`src/tknrl_pkg.sv`:
```
`default_nettype none
// ----------------------------------------------------------------------------
// tknrl_pkg
// Shared types and constants for the top-k nearest results list.
// ----------------------------------------------------------------------------
package tknrl_pkg;

    localparam int ID_W          = 32;
    localparam int DIST_W        = 16;
    localparam int SIZE_W        = 5;
    localparam int HELD_W        = 5;
    localparam int LIST_SIZE_RST = 16;

    typedef enum logic [1:0] {
        REQ_ADD   = 2'd0,
        REQ_DUMP  = 2'd1,
        REQ_CLEAR = 2'd2,
        REQ_NOP   = 2'd3
    } t_req;

    typedef struct packed {
        logic [ID_W-1:0]   id;
        logic [DIST_W-1:0] distance;
    } t_entry;

    typedef struct packed {
        logic [ID_W-1:0]   out_id;
        logic [DIST_W-1:0] out_distance;
        logic              out_valid;
        logic              accepted;
        logic [HELD_W-1:0] entries_held;
        logic              last;
    } t_rsp;

endpackage
`default_nettype wire

```
`src/tknrl_if.sv`:
```
`default_nettype none
// ----------------------------------------------------------------------------
// tknrl interfaces
// Request, response and list-size write channels, valid/ready handshake.
// ----------------------------------------------------------------------------
interface tknrl_req_if import tknrl_pkg::*; ();
    logic              valid;
    logic              ready;
    logic [1:0]        req_type;
    logic [ID_W-1:0]   result_id;
    logic [DIST_W-1:0] result_distance;

    modport source (output valid, req_type, result_id, result_distance, input ready);
    modport sink   (input valid, req_type, result_id, result_distance, output ready);
endinterface

interface tknrl_rsp_if import tknrl_pkg::*; ();
    logic              valid;
    logic              ready;
    logic [ID_W-1:0]   out_id;
    logic [DIST_W-1:0] out_distance;
    logic              out_valid;
    logic              accepted;
    logic [HELD_W-1:0] entries_held;
    logic              last;

    modport source (output valid, out_id, out_distance, out_valid, accepted,
                    entries_held, last, input ready);
    modport sink   (input valid, out_id, out_distance, out_valid, accepted,
                    entries_held, last, output ready);
endinterface

interface tknrl_cfg_if import tknrl_pkg::*; ();
    logic              valid;
    logic              ready;
    logic [SIZE_W-1:0] list_size;

    modport source (output valid, list_size, input ready);
    modport sink   (input valid, list_size, output ready);
endinterface
`default_nettype wire

```
`src/top_k_nearest_results_list.sv`:
```
`default_nettype none
// ----------------------------------------------------------------------------
// top_k_nearest_results_list
// Keeps the best (smallest distance) results in a sorted list held in one
// synchronous RAM; insertion shifts worse entries up one slot at a time.
// ----------------------------------------------------------------------------
// Channel  Dir  Beat
// i_req    in   req_type, result_id, result_distance
// o_rsp    out  out_id, out_distance, out_valid, accepted, entries_held, last
// i_cfg    in   list_size (always ready)
//
// One request is in work at a time; i_req.ready is high only in idle.
// Add with room left: each worse entry shifts up one slot, then the new
// entry is written and the response loaded. Add to a full list: the worst
// entry is compared first; a rejected result goes straight to the response,
// else it takes the worst slot and worse entries shift up as above. Dump:
// the first entry is read, then one entry beat per cycle once the output register is free.
// Reset empties the list at once; the RAM needs no clearing pass.
// A stalled o_rsp holds the beat in the output register and stalls the list.
// ----------------------------------------------------------------------------
module top_k_nearest_results_list
    import tknrl_pkg::*;
#(
    parameter int MAX_ENTRIES = 16
) (
    input  wire         i_clk,
    input  wire         i_rst_n,
    tknrl_req_if.sink   i_req,
    tknrl_rsp_if.source o_rsp,
    tknrl_cfg_if.sink   i_cfg
);

    localparam int IW   = (MAX_ENTRIES > 1) ? $clog2(MAX_ENTRIES) : 1;
    localparam int CW_N = $clog2(MAX_ENTRIES + 1);
    localparam int CW   = (CW_N < SIZE_W) ? SIZE_W : CW_N;

    typedef enum logic [6:0] {
        S_IDLE     = 7'b0000001,
        S_FULL_CMP = 7'b0000010,
        S_SH_CMP   = 7'b0000100,
        S_INS      = 7'b0001000,
        S_EMIT     = 7'b0010000,
        S_DUMP_OUT = 7'b0100000,
        S_SPARE    = 7'b1000000
    } t_state;

    function automatic logic [CW-1:0] eff_size(input logic [SIZE_W-1:0] sz);
        logic [CW-1:0] v;
        v = CW'(sz);
        if (v == '0) begin
            return CW'(1);
        end else if (v > CW'(MAX_ENTRIES)) begin
            return CW'(MAX_ENTRIES);
        end
        return v;
    endfunction

    t_entry        mem [MAX_ENTRIES];

    t_state        r_state, n_state;
    logic [CW-1:0] r_held, n_held;
    logic [SIZE_W-1:0] r_size;
    logic [IW-1:0] r_idx, n_idx;
    t_entry        r_cand, n_cand;
    logic          r_acc, n_acc;
    t_entry        r_rdata;
    logic          r_ov, n_ov;
    t_rsp          r_out, n_out;

    logic          rd_en;
    logic [IW-1:0] rd_addr;
    logic          wr_en;
    logic [IW-1:0] wr_addr;
    t_entry        wr_data;

    logic          can_push;
    logic [CW-1:0] w_size;
    logic [CW-1:0] w_cfg_size;
    logic          w_dump_last;

    assign i_req.ready = (r_state == S_IDLE);
    assign i_cfg.ready = 1'b1;

    assign o_rsp.valid        = r_ov;
    assign o_rsp.out_id       = r_out.out_id;
    assign o_rsp.out_distance = r_out.out_distance;
    assign o_rsp.out_valid    = r_out.out_valid;
    assign o_rsp.accepted     = r_out.accepted;
    assign o_rsp.entries_held = r_out.entries_held;
    assign o_rsp.last         = r_out.last;

    assign can_push    = !r_ov || o_rsp.ready;
    assign w_size      = eff_size(r_size);
    assign w_cfg_size  = eff_size(i_cfg.list_size);
    assign w_dump_last = ((CW'(r_idx) + CW'(1)) == r_held);

    always_comb begin
        n_state = r_state;
        n_held  = r_held;
        n_idx   = r_idx;
        n_cand  = r_cand;
        n_acc   = r_acc;
        n_ov    = r_ov && !o_rsp.ready;
        n_out   = r_out;
        rd_en   = 1'b0;
        rd_addr = r_idx;
        wr_en   = 1'b0;
        wr_addr = r_idx;
        wr_data = r_cand;

        unique case (r_state)
            S_IDLE: begin
                if (i_req.valid) begin
                    n_acc = 1'b0;
                    case (t_req'(i_req.req_type))
                        REQ_ADD: begin
                            n_cand.id       = i_req.result_id;
                            n_cand.distance = i_req.result_distance;
                            if (r_held < w_size) begin
                                n_held = r_held + CW'(1);
                                n_acc  = 1'b1;
                                n_idx  = IW'(r_held);
                                if (r_held == '0) begin
                                    n_state = S_INS;
                                end else begin
                                    rd_en   = 1'b1;
                                    rd_addr = IW'(r_held - CW'(1));
                                    n_state = S_SH_CMP;
                                end
                            end else begin
                                // full: look at the worst entry first
                                rd_en   = 1'b1;
                                rd_addr = IW'(r_held - CW'(1));
                                n_idx   = IW'(r_held - CW'(1));
                                n_state = S_FULL_CMP;
                            end
                        end
                        REQ_DUMP: begin
                            if (r_held == '0) begin
                                n_state = S_EMIT;
                            end else begin
                                rd_en   = 1'b1;
                                rd_addr = '0;
                                n_idx   = '0;
                                n_state = S_DUMP_OUT;
                            end
                        end
                        REQ_CLEAR: begin
                            n_held  = '0;
                            n_state = S_EMIT;
                        end
                        default: begin
                            n_state = S_EMIT;
                        end
                    endcase
                end
            end
            S_FULL_CMP: begin
                if (r_rdata.distance > r_cand.distance) begin
                    n_acc = 1'b1;
                    if (r_idx == '0) begin
                        wr_en   = 1'b1;
                        n_state = S_EMIT;
                    end else begin
                        rd_en   = 1'b1;
                        rd_addr = r_idx - IW'(1);
                        n_state = S_SH_CMP;
                    end
                end else begin
                    n_state = S_EMIT;
                end
            end
            S_SH_CMP: begin
                // r_rdata holds the entry just below slot r_idx
                if (r_rdata.distance > r_cand.distance) begin
                    wr_en   = 1'b1;
                    wr_data = r_rdata;
                    n_idx   = r_idx - IW'(1);
                    if (r_idx == IW'(1)) begin
                        n_state = S_INS;
                    end else begin
                        rd_en   = 1'b1;
                        rd_addr = r_idx - IW'(2);
                    end
                end else begin
                    wr_en   = 1'b1;
                    n_state = S_EMIT;
                end
            end
            S_INS: begin
                wr_en   = 1'b1;
                n_state = S_EMIT;
            end
            S_EMIT: begin
                if (can_push) begin
                    n_ov               = 1'b1;
                    n_out.out_id       = '0;
                    n_out.out_distance = '0;
                    n_out.out_valid    = 1'b0;
                    n_out.accepted     = r_acc;
                    n_out.entries_held = HELD_W'(r_held);
                    n_out.last         = 1'b1;
                    n_state            = S_IDLE;
                end
            end
            S_DUMP_OUT: begin
                if (can_push) begin
                    n_ov               = 1'b1;
                    n_out.out_id       = r_rdata.id;
                    n_out.out_distance = r_rdata.distance;
                    n_out.out_valid    = 1'b1;
                    n_out.accepted     = 1'b0;
                    n_out.entries_held = HELD_W'(r_held);
                    n_out.last         = w_dump_last;
                    if (w_dump_last) begin
                        n_state = S_IDLE;
                    end else begin
                        rd_en   = 1'b1;
                        rd_addr = r_idx + IW'(1);
                        n_idx   = r_idx + IW'(1);
                    end
                end
            end
            default: begin
                n_state = S_IDLE;
            end
        endcase

        // drop the worst entries when the list shrinks
        if (i_cfg.valid && (r_held > w_cfg_size)) begin
            n_held = w_cfg_size;
        end
    end

    always_ff @(posedge i_clk) begin
        if (!i_rst_n) begin
            r_state <= S_IDLE;
            r_held  <= '0;
            r_size  <= SIZE_W'(LIST_SIZE_RST);
            r_ov    <= 1'b0;
        end else begin
            r_state <= n_state;
            r_held  <= n_held;
            r_ov    <= n_ov;
            if (i_cfg.valid) begin
                r_size <= i_cfg.list_size;
            end
        end
    end

    always_ff @(posedge i_clk) begin
        r_idx  <= n_idx;
        r_cand <= n_cand;
        r_acc  <= n_acc;
        r_out  <= n_out;
    end

    always_ff @(posedge i_clk) begin
        if (wr_en) begin
            mem[wr_addr] <= wr_data;
        end
        if (rd_en) begin
            r_rdata <= mem[rd_addr];
        end
    end

endmodule
`default_nettype wire

```
`src/flat_wrapper.sv`:
```
// flat-port wrapper written by rule: the top's interface ports become plain ports
module top_k_nearest_results_list_flat import tknrl_pkg::*;
#(
    parameter int MAX_ENTRIES = 16
)
  (i_clk, i_rst_n, i_req_valid, i_req_req_type, i_req_result_id, i_req_result_distance, i_req_ready, o_rsp_valid, o_rsp_out_id, o_rsp_out_distance, o_rsp_out_valid, o_rsp_accepted, o_rsp_entries_held, o_rsp_last, o_rsp_ready, i_cfg_valid, i_cfg_list_size, i_cfg_ready);
  tknrl_req_if i_req_i ();
  tknrl_rsp_if o_rsp_i ();
  tknrl_cfg_if i_cfg_i ();
  input  wire i_clk;
  input  wire i_rst_n;
  input wire logic [$bits(i_req_i.valid)-1:0] i_req_valid;
  input wire logic [$bits(i_req_i.req_type)-1:0] i_req_req_type;
  input wire logic [$bits(i_req_i.result_id)-1:0] i_req_result_id;
  input wire logic [$bits(i_req_i.result_distance)-1:0] i_req_result_distance;
  output wire logic [$bits(i_req_i.ready)-1:0] i_req_ready;
  output wire logic [$bits(o_rsp_i.valid)-1:0] o_rsp_valid;
  output wire logic [$bits(o_rsp_i.out_id)-1:0] o_rsp_out_id;
  output wire logic [$bits(o_rsp_i.out_distance)-1:0] o_rsp_out_distance;
  output wire logic [$bits(o_rsp_i.out_valid)-1:0] o_rsp_out_valid;
  output wire logic [$bits(o_rsp_i.accepted)-1:0] o_rsp_accepted;
  output wire logic [$bits(o_rsp_i.entries_held)-1:0] o_rsp_entries_held;
  output wire logic [$bits(o_rsp_i.last)-1:0] o_rsp_last;
  input wire logic [$bits(o_rsp_i.ready)-1:0] o_rsp_ready;
  input wire logic [$bits(i_cfg_i.valid)-1:0] i_cfg_valid;
  input wire logic [$bits(i_cfg_i.list_size)-1:0] i_cfg_list_size;
  output wire logic [$bits(i_cfg_i.ready)-1:0] i_cfg_ready;
  assign i_req_i.valid = i_req_valid;
  assign i_req_i.req_type = i_req_req_type;
  assign i_req_i.result_id = i_req_result_id;
  assign i_req_i.result_distance = i_req_result_distance;
  assign i_req_ready = i_req_i.ready;
  assign o_rsp_valid = o_rsp_i.valid;
  assign o_rsp_out_id = o_rsp_i.out_id;
  assign o_rsp_out_distance = o_rsp_i.out_distance;
  assign o_rsp_out_valid = o_rsp_i.out_valid;
  assign o_rsp_accepted = o_rsp_i.accepted;
  assign o_rsp_entries_held = o_rsp_i.entries_held;
  assign o_rsp_last = o_rsp_i.last;
  assign o_rsp_i.ready = o_rsp_ready;
  assign i_cfg_i.valid = i_cfg_valid;
  assign i_cfg_i.list_size = i_cfg_list_size;
  assign i_cfg_ready = i_cfg_i.ready;
  top_k_nearest_results_list #(.MAX_ENTRIES(MAX_ENTRIES)) u_core (.i_clk(i_clk), .i_rst_n(i_rst_n), .i_req(i_req_i), .o_rsp(o_rsp_i), .i_cfg(i_cfg_i));
endmodule
```
`config.mk`:
```
export PLATFORM = sky130hd
export DESIGN_NAME = top_k_nearest_results_list_flat
export DESIGN_NICKNAME = d
export VERILOG_FILES = /design/src/tknrl_pkg.sv /design/src/tknrl_if.sv /design/src/top_k_nearest_results_list.sv /design/src/flat_wrapper.sv
export SDC_FILE = /design/constraint.sdc
export NUM_CORES = 1
export LEC_CHECK = 0
export ABC_AREA = 1
export CAP_MARGIN = 10
export CELL_PAD_IN_SITES_DETAIL_PLACEMENT = 1
export CELL_PAD_IN_SITES_GLOBAL_PLACEMENT = 1
export CORE_AREA = 4 4 374 376
export CTS_CLUSTER_SIZE = 10
export DETAILED_ROUTE_END_ITERATION = 7
export DIE_AREA = 0 0 378 380
export DONT_BUFFER_PORTS = 1
export PLACE_DENSITY = 0.48
export SLEW_MARGIN = 20
export SYNTH_ARGS = -nofsm -noshare
export SYNTH_HDL_FRONTEND = slang
export SYNTH_SLANG_ARGS = --single-unit
```
`constraint.sdc`:
```
create_clock -name i_clk -period 11.63 [get_ports i_clk]
set_input_delay 0.5815 -clock i_clk [delete_from_list [all_inputs] [get_ports i_clk]]
set_output_delay 0.5815 -clock i_clk [all_outputs]
set_load 0.01 [all_outputs]
```
* After elaboration in Yosys (flattened, before gate mapping)
Memory sizes are Yosys's and may differ from the RTL's. A register that Yosys moved wholly into a read port is not among the register bits.
Index checks and enable logic that the tools add are counted.
** Storage, ports and cells
- Register bits :: 127
- Memories kept :: 1
- Bits of input ports :: 60
- Bits in writable memories :: 768
** Cells by class
- Magnitude comparators :: 5
- Multiplexer cells :: 73
- Reductions and logical operators :: 24
- $add $sub $neg :: 6
- Eq/ne operators :: 19
** Memories
- u_core.mem :: words 16, width 48, rd ports 1, clocked after memory_dff 1, write ports 1, RTL line top_k_nearest_results_list.sv:58 : t_entry mem [MAX_ENTRIES];
** Operators by type and width (number)
- two-way mux 56 bit :: 2
- one-hot mux 56 bit (2 select lines) :: 1
- two-way mux 48 bit :: 2
- two-way mux 4 bit :: 15
- two-way mux 5 bit :: 12
- two-way mux 7 bit :: 6
- one-hot mux 7 bit (6 select lines) :: 1
- two-way mux 1 bit :: 23
- > comparator 16 bit :: 1
- one-hot mux 4 bit (2 select lines) :: 2
- one-hot mux 4 bit (4 select lines) :: 1
- zero test 5 bit :: 3
- one-hot mux 7 bit (2 select lines) :: 1
- one-hot mux 4 bit (3 select lines) :: 1
- > comparator 5 bit, second input constant :: 2
- inequality test 2 x 1 -> 1 bit, second input constant :: 5
- one-hot mux 5 bit (2 select lines) :: 1
- AND reduction 3 bit :: 3
- AND reduction 4 bit :: 2
- nonzero test 2 bit :: 4
- subtractor 4 x 1 -> 4 bit, second input constant :: 2
- equality test 7 x 1 -> 1 bit, second input constant :: 1
- equality test 7 x 2 -> 1 bit, second input constant :: 1
- equality test 7 x 3 -> 1 bit, second input constant :: 1
- other kinds (27) :: 34

* Logic depth before layout (Yosys ltp)
- Depth in word-level cells :: 10
- Mapped depth :: 26
- Mapped depth without buffers :: 24

* Worst setup path before layout
OpenSTA, ideal clock, no wires.
- Kind :: register -> register
- Start point :: register u_core.r_idx[1]
- End point :: register, netlist name u_core.r_rdata[0]
- Setup slack :: 7330 ps
- Library setup time :: 471 ps
- Cell stages (with the launch flop) :: 9
- Data arrival time :: 3829 ps
- Cells stage by stage :: edfxtp_1 clkinv_1 ha_1 xnor2_1 nand2_1 nor2_1 nand3_2 nand2_1 o2111ai_1
** On the way
- Longest elaborated chain between the ends :: 5
- Elaborated cells on any way between the ends :: 26
- Those cells by class :: add/sub: 4; eq/ne: 2; mux: 19; reduce/logical: 1
** RTL lines
- from (decl) :: RTL line top_k_nearest_results_list.sv:63 : logic [IW-1:0] r_idx, n_idx;
- from (signal assigned) :: RTL line top_k_nearest_results_list.sv:252 : r_idx <= n_idx;
- adder 4 x 1 -> 5 bit :: RTL line top_k_nearest_results_list.sv:95 : assign w_dump_last = ((CW'(r_idx) + CW'(1)) == r_held);
- equality test 5 bit :: RTL line top_k_nearest_results_list.sv:95
- two-way mux 1 bit :: RTL line top_k_nearest_results_list.sv:215 : if (w_dump_last) begin
- two-way mux 1 bit :: RTL line top_k_nearest_results_list.sv:207 : if (can_push) begin
- one-hot mux 1 bit (4 select lines) * :: RTL line top_k_nearest_results_list.sv:111 : unique case (r_state)
- net u_core.rd_en :: RTL line top_k_nearest_results_list.sv:70 : logic rd_en;
Mark *: on every way through the listed nets, which the timed path passes. The rest lies on a longest branch.
A chain may end at the register's enable or synchronous reset.

* Worst setup path in the final report
- Start point :: register, netlist name u_core.r_rdata[15]
- End point :: register, netlist name u_core.r_rdata[31]
** On the way
- Longest elaborated chain between the ends :: 3
- Elaborated cells on any way between the ends :: 7
- Those cells by class :: order compare: 1; mux: 6
** RTL lines
- > comparator 16 bit * :: RTL line top_k_nearest_results_list.sv:159, top_k_nearest_results_list.sv:175
- two-way mux 4 bit (tied with other cells) :: RTL line top_k_nearest_results_list.sv:175 : if (r_rdata.distance > r_cand.distance) begin
- one-hot mux 4 bit (4 select lines) or one-hot mux 1 bit (4 select lines) (tied branches) :: RTL line top_k_nearest_results_list.sv:111
Mark *: on every way between the ends. The rest lies on a longest branch, timed or not.

==> metrics.txt <==
outcome=complete, no violations; Hold Path Class=primary input to flop; PortBufs=0; die height=roughly 380 µm; Worst Setup Start Kind=flop; Std-Cell Rows=136; proportion of layout cells with a drive suffix above 1=~7.3%; Layout Nets=3819; most frequent CP cell=nand2_1; synthesized area=approximately 41000 µm²; total track usage=17.89%; unrepaired setup endpoints after global routing=no; async set-reset flop share out of synthesis=0%; Post-CTS Setup Inserts=0; Net Sw Power=slightly below 0.004 W; drt first-iter violations=between 1500 and 2000; pin count of the biggest net entering global routing=180; R2R Setup Slk=between 6 and 7 ns; post-route ant nets=0; DRC=0; most common library cells after synthesis=nand2_1, edfxtp_1, nand3_1, inv_1, nand3b_1; clock transition at the registers of the reported paths=0.06 ns; initial antenna violation count=3; CTS Sinks=between 900 and 1000; die area=around 140000 µm²; Vias per Instance=4.862; IO Count=around 120; worst skew pair latency=0.71 ns; Mapped Cells=between 3000 and 4000; grt ovf=0; Area contributors post-synth=edfxtp_1, nand2_1, nand3_1, nand3b_1, inv_1; power share of the combinational group=33.0%; Int Pwr=~0.0066 W; DR pass1 iterations=5; crit-path cells=ha_1 -> nand2_1 -> nor2_1 -> nand4_1 -> clkinv_1 -> nand2_1 -> nand2_1 -> nand3_1 -> nand3_4 -> buf_4 -> buf_4 -> buf_4 -> nand3b_1 -> nand2_1 -> nand2_1 -> nand3_1 -> nand2_1 -> nand2_1 -> nand2_1; Seq pwr share=37.0%; Vias=27100; Data required, critical path=roughly 12 ns; Peak VDD IR=approximately 0.24 mV; wire per inst=~23 µm; Main synth FF type=edfxtp_1; Clock Skew=approximately 0.023 ns; post-synthesis cell type count=46; Setup-failing EPs final=0; Post-DP Area=42950 µm²; Slew HR=approximately a quarter; post-synth net total=roughly 3800; slowest CP cell=buf_4; post-cts resize count=0; Chip Width=378 µm; vias in the first global route=28180; Clock Power Share=a little under a third; worst-margin pin slew=around 1.1 ns; Num CTS Buffers=~110; FMAX=approximately 180 MHz; count leader, synth=nand2_1; CP arrival=6.03 ns; fin area=between 40000 and 50000 µm²; Final min period=about 5.6 ns; dpl ws=just over 6 ns; final WL=129300 µm; Clock Path Buffers=3; YS warnings=0; Yosys top cell area share=between 60% and 70%; Starting Density=about 30%; CP Max Fanout=79; Synth area leader=edfxtp_1; CTS tree=built; Yosys reg bits=approximately 940; Syn Area/Cell=11.11 µm²; sequential fraction of the synthesis area=between 60 and 70%; HPWL Detailed=65720 µm; Setup crit end kind=flop; area grow syn2layout=14.33%; fin. max-slew vios=0; CORE AREA=between 100000 and 150000 µm²; PnR worst setup slack=around 6 ns; fin crit share=between 40% and 50%; Leak=~18 nW; CTS H-tree depth=3; Routability Congestion=0.7474; CP max stage delay=0.86 ns; switching portion of total power=37.18%; critical path type=flop to flop; setup tns final=0 ns; final hold violations=0; CTS Root Cell=clkbuf_16; Post-synth EDFFs=925; PD cells=between 200 and 250 nW/µm²; MaxCap Viol Count=0; global-route wire length before repair=roughly 190000 µm
==> area by class of cell <==
cell class | count | area [µm²]
Clock inverter | 20 | 181.4
Fill cell | 14950 | 90130
Multi-Input combinational cell | 2241 | 10790
Antenna cell | 1 | 2.502
Clock buffer | 150 | 2967
Tap cell | 1794 | 2245
Inverter | 273 | 1035
Sequential cell | 942 | 28120
Timing Repair Buffer | 152 | 1346
==> through the flow <==
step / utilization, % / std cells / total power [W] / hold slack, ns
finish: 34.12 / 5573 / 0.01053 / 0.08602
global route: 34.12 / 5572 / 0.01126 / 0.08954
CTS: 34.09 / 5571 / 0.01074 / 0.003571
detailed placement: 31.40 / 5347 / 0.007513 / 0.4869
global placement: 31.38 / 5346 / 0.007508 / 0.4783
floorplan: - / 3675 / 0.006445 / 0.4475
==> layer usage <==
| layer | vias to the layer above | global-route usage, % | share of wire [%] |
|---|---|---|---|
| met5 | - | 0 | 0 |
| met3 | 126 | 2.304 | 3.5 |
| met1 | 13810 | 24.38 | 47 |
| li1 | 12740 | - | - |
| met4 | 0 | 4.348 | 1.7 |
| met2 | 421 | 30.27 | 48 |
==> placed cells by master (no fill, tap or decap), drive strengths merged, types with 2 or more instances in the layout <==
| cell | netlist | layout |
|---|---|---|
| o211ai | 5 | 5 |
| nor4 | 4 | 4 |
| a31oi | 7 | 7 |
| xnor2 | 2 | 2 |
| buf | 148 | 98 |
| xor2 | 6 | 6 |
| a211oi | 3 | 3 |
| a21o | 2 | 2 |
| nand4 | 9 | 9 |
| nor2 | 124 | 124 |
| bufinv | 0 | 3 |
| edfxtp | 925 | 925 |
| dfxtp | 17 | 17 |
| ha | 38 | 38 |
| nand2 | 1068 | 1068 |
| nand3b | 144 | 144 |
| clkinv | 3 | 19 |
| nor3 | 2 | 2 |
| inv | 270 | 271 |
| o22ai | 2 | 2 |
| dlygate4sd3 | 0 | 54 |
| o21ai | 73 | 73 |
| nand3 | 708 | 708 |
| a21oi | 34 | 34 |
| clkbuf | 71 | 150 |
==> sequential cells by signal, indices dropped and copies added (netlist names) <==
register                   cells
u_core.mem                   768
u_core.r_cand                 48
u_core.r_rdata                48
u_core.o_rsp.out_id           32
u_core.o_rsp.out_distance     16
u_core.r_state                 6
u_core.o_rsp.entries_held      5
u_core.r_held                  5
u_core.r_size                  5
u_core.r_idx                   4
u_core.o_rsp.accepted          1
u_core.o_rsp.last              1
u_core.o_rsp.out_valid         1
u_core.o_rsp.valid             1
u_core.r_acc                   1
==> path summary, 6_finish.rpt <==
path,start,cells past startpoint,endpoint
worst max-delay path,u_core.r_rdata[15]$_DFFE_PP_,19,u_core.r_rdata[31]$_DFFE_PP_
worst min-delay path,i_cfg_list_size[0],2,u_core.r_size[0]$_SDFFE_PN0P_
worst max register to register,u_core.r_rdata[15]$_DFFE_PP_,19,u_core.r_rdata[31]$_DFFE_PP_
worst min register to register,u_core.r_size[0]$_SDFFE_PN0P_,2,u_core.r_size[0]$_SDFFE_PN0P_
==> timing repair <==
item                                    in CTS  in global routing
endpoints found under the setup margin       0                  0
hold endpoints to repair                    56                  0
hold buffers                                54                  0
==> cells by family after synthesis <==
kind of cell	count (synthesis)	synth area share (%)
flops	942	68.87
xor+xnor	8	0.1716
compound gates	133	1.830
simple gates	2061	22.69
fa+ha+maj	38	1.165
buf+inv	492	5.265
other cells	1	0.009185
==> worst max-delay path: cells and delay by family, from the launching register on <==
| family | cells | cell delay [ns] |
|---|---|---|
| fa+ha+maj | 1 | 0.32 |
| flops | 1 | 0.41 |
| buf+inv | 4 | 2.50 |
| simple gates | 14 | 1.84 |
==> power by group through the flow <==
| stage | sequential [W] | clock (W) | combinational, W |
|---|---|---|---|
| after floorplan | 0.00396 | 0 | 0.00249 |
| after CTS | 0.00390 | 0.00327 | 0.00357 |
| after global routing | 0.00390 | 0.00340 | 0.00396 |
| final | 0.00390 | 0.00316 | 0.00348 |
| after detailed placement | 0.00397 | 0 | 0.00354 |
| after global placement | 0.00397 | 0 | 0.00354 |
Power figures use the tool's default switching activity.
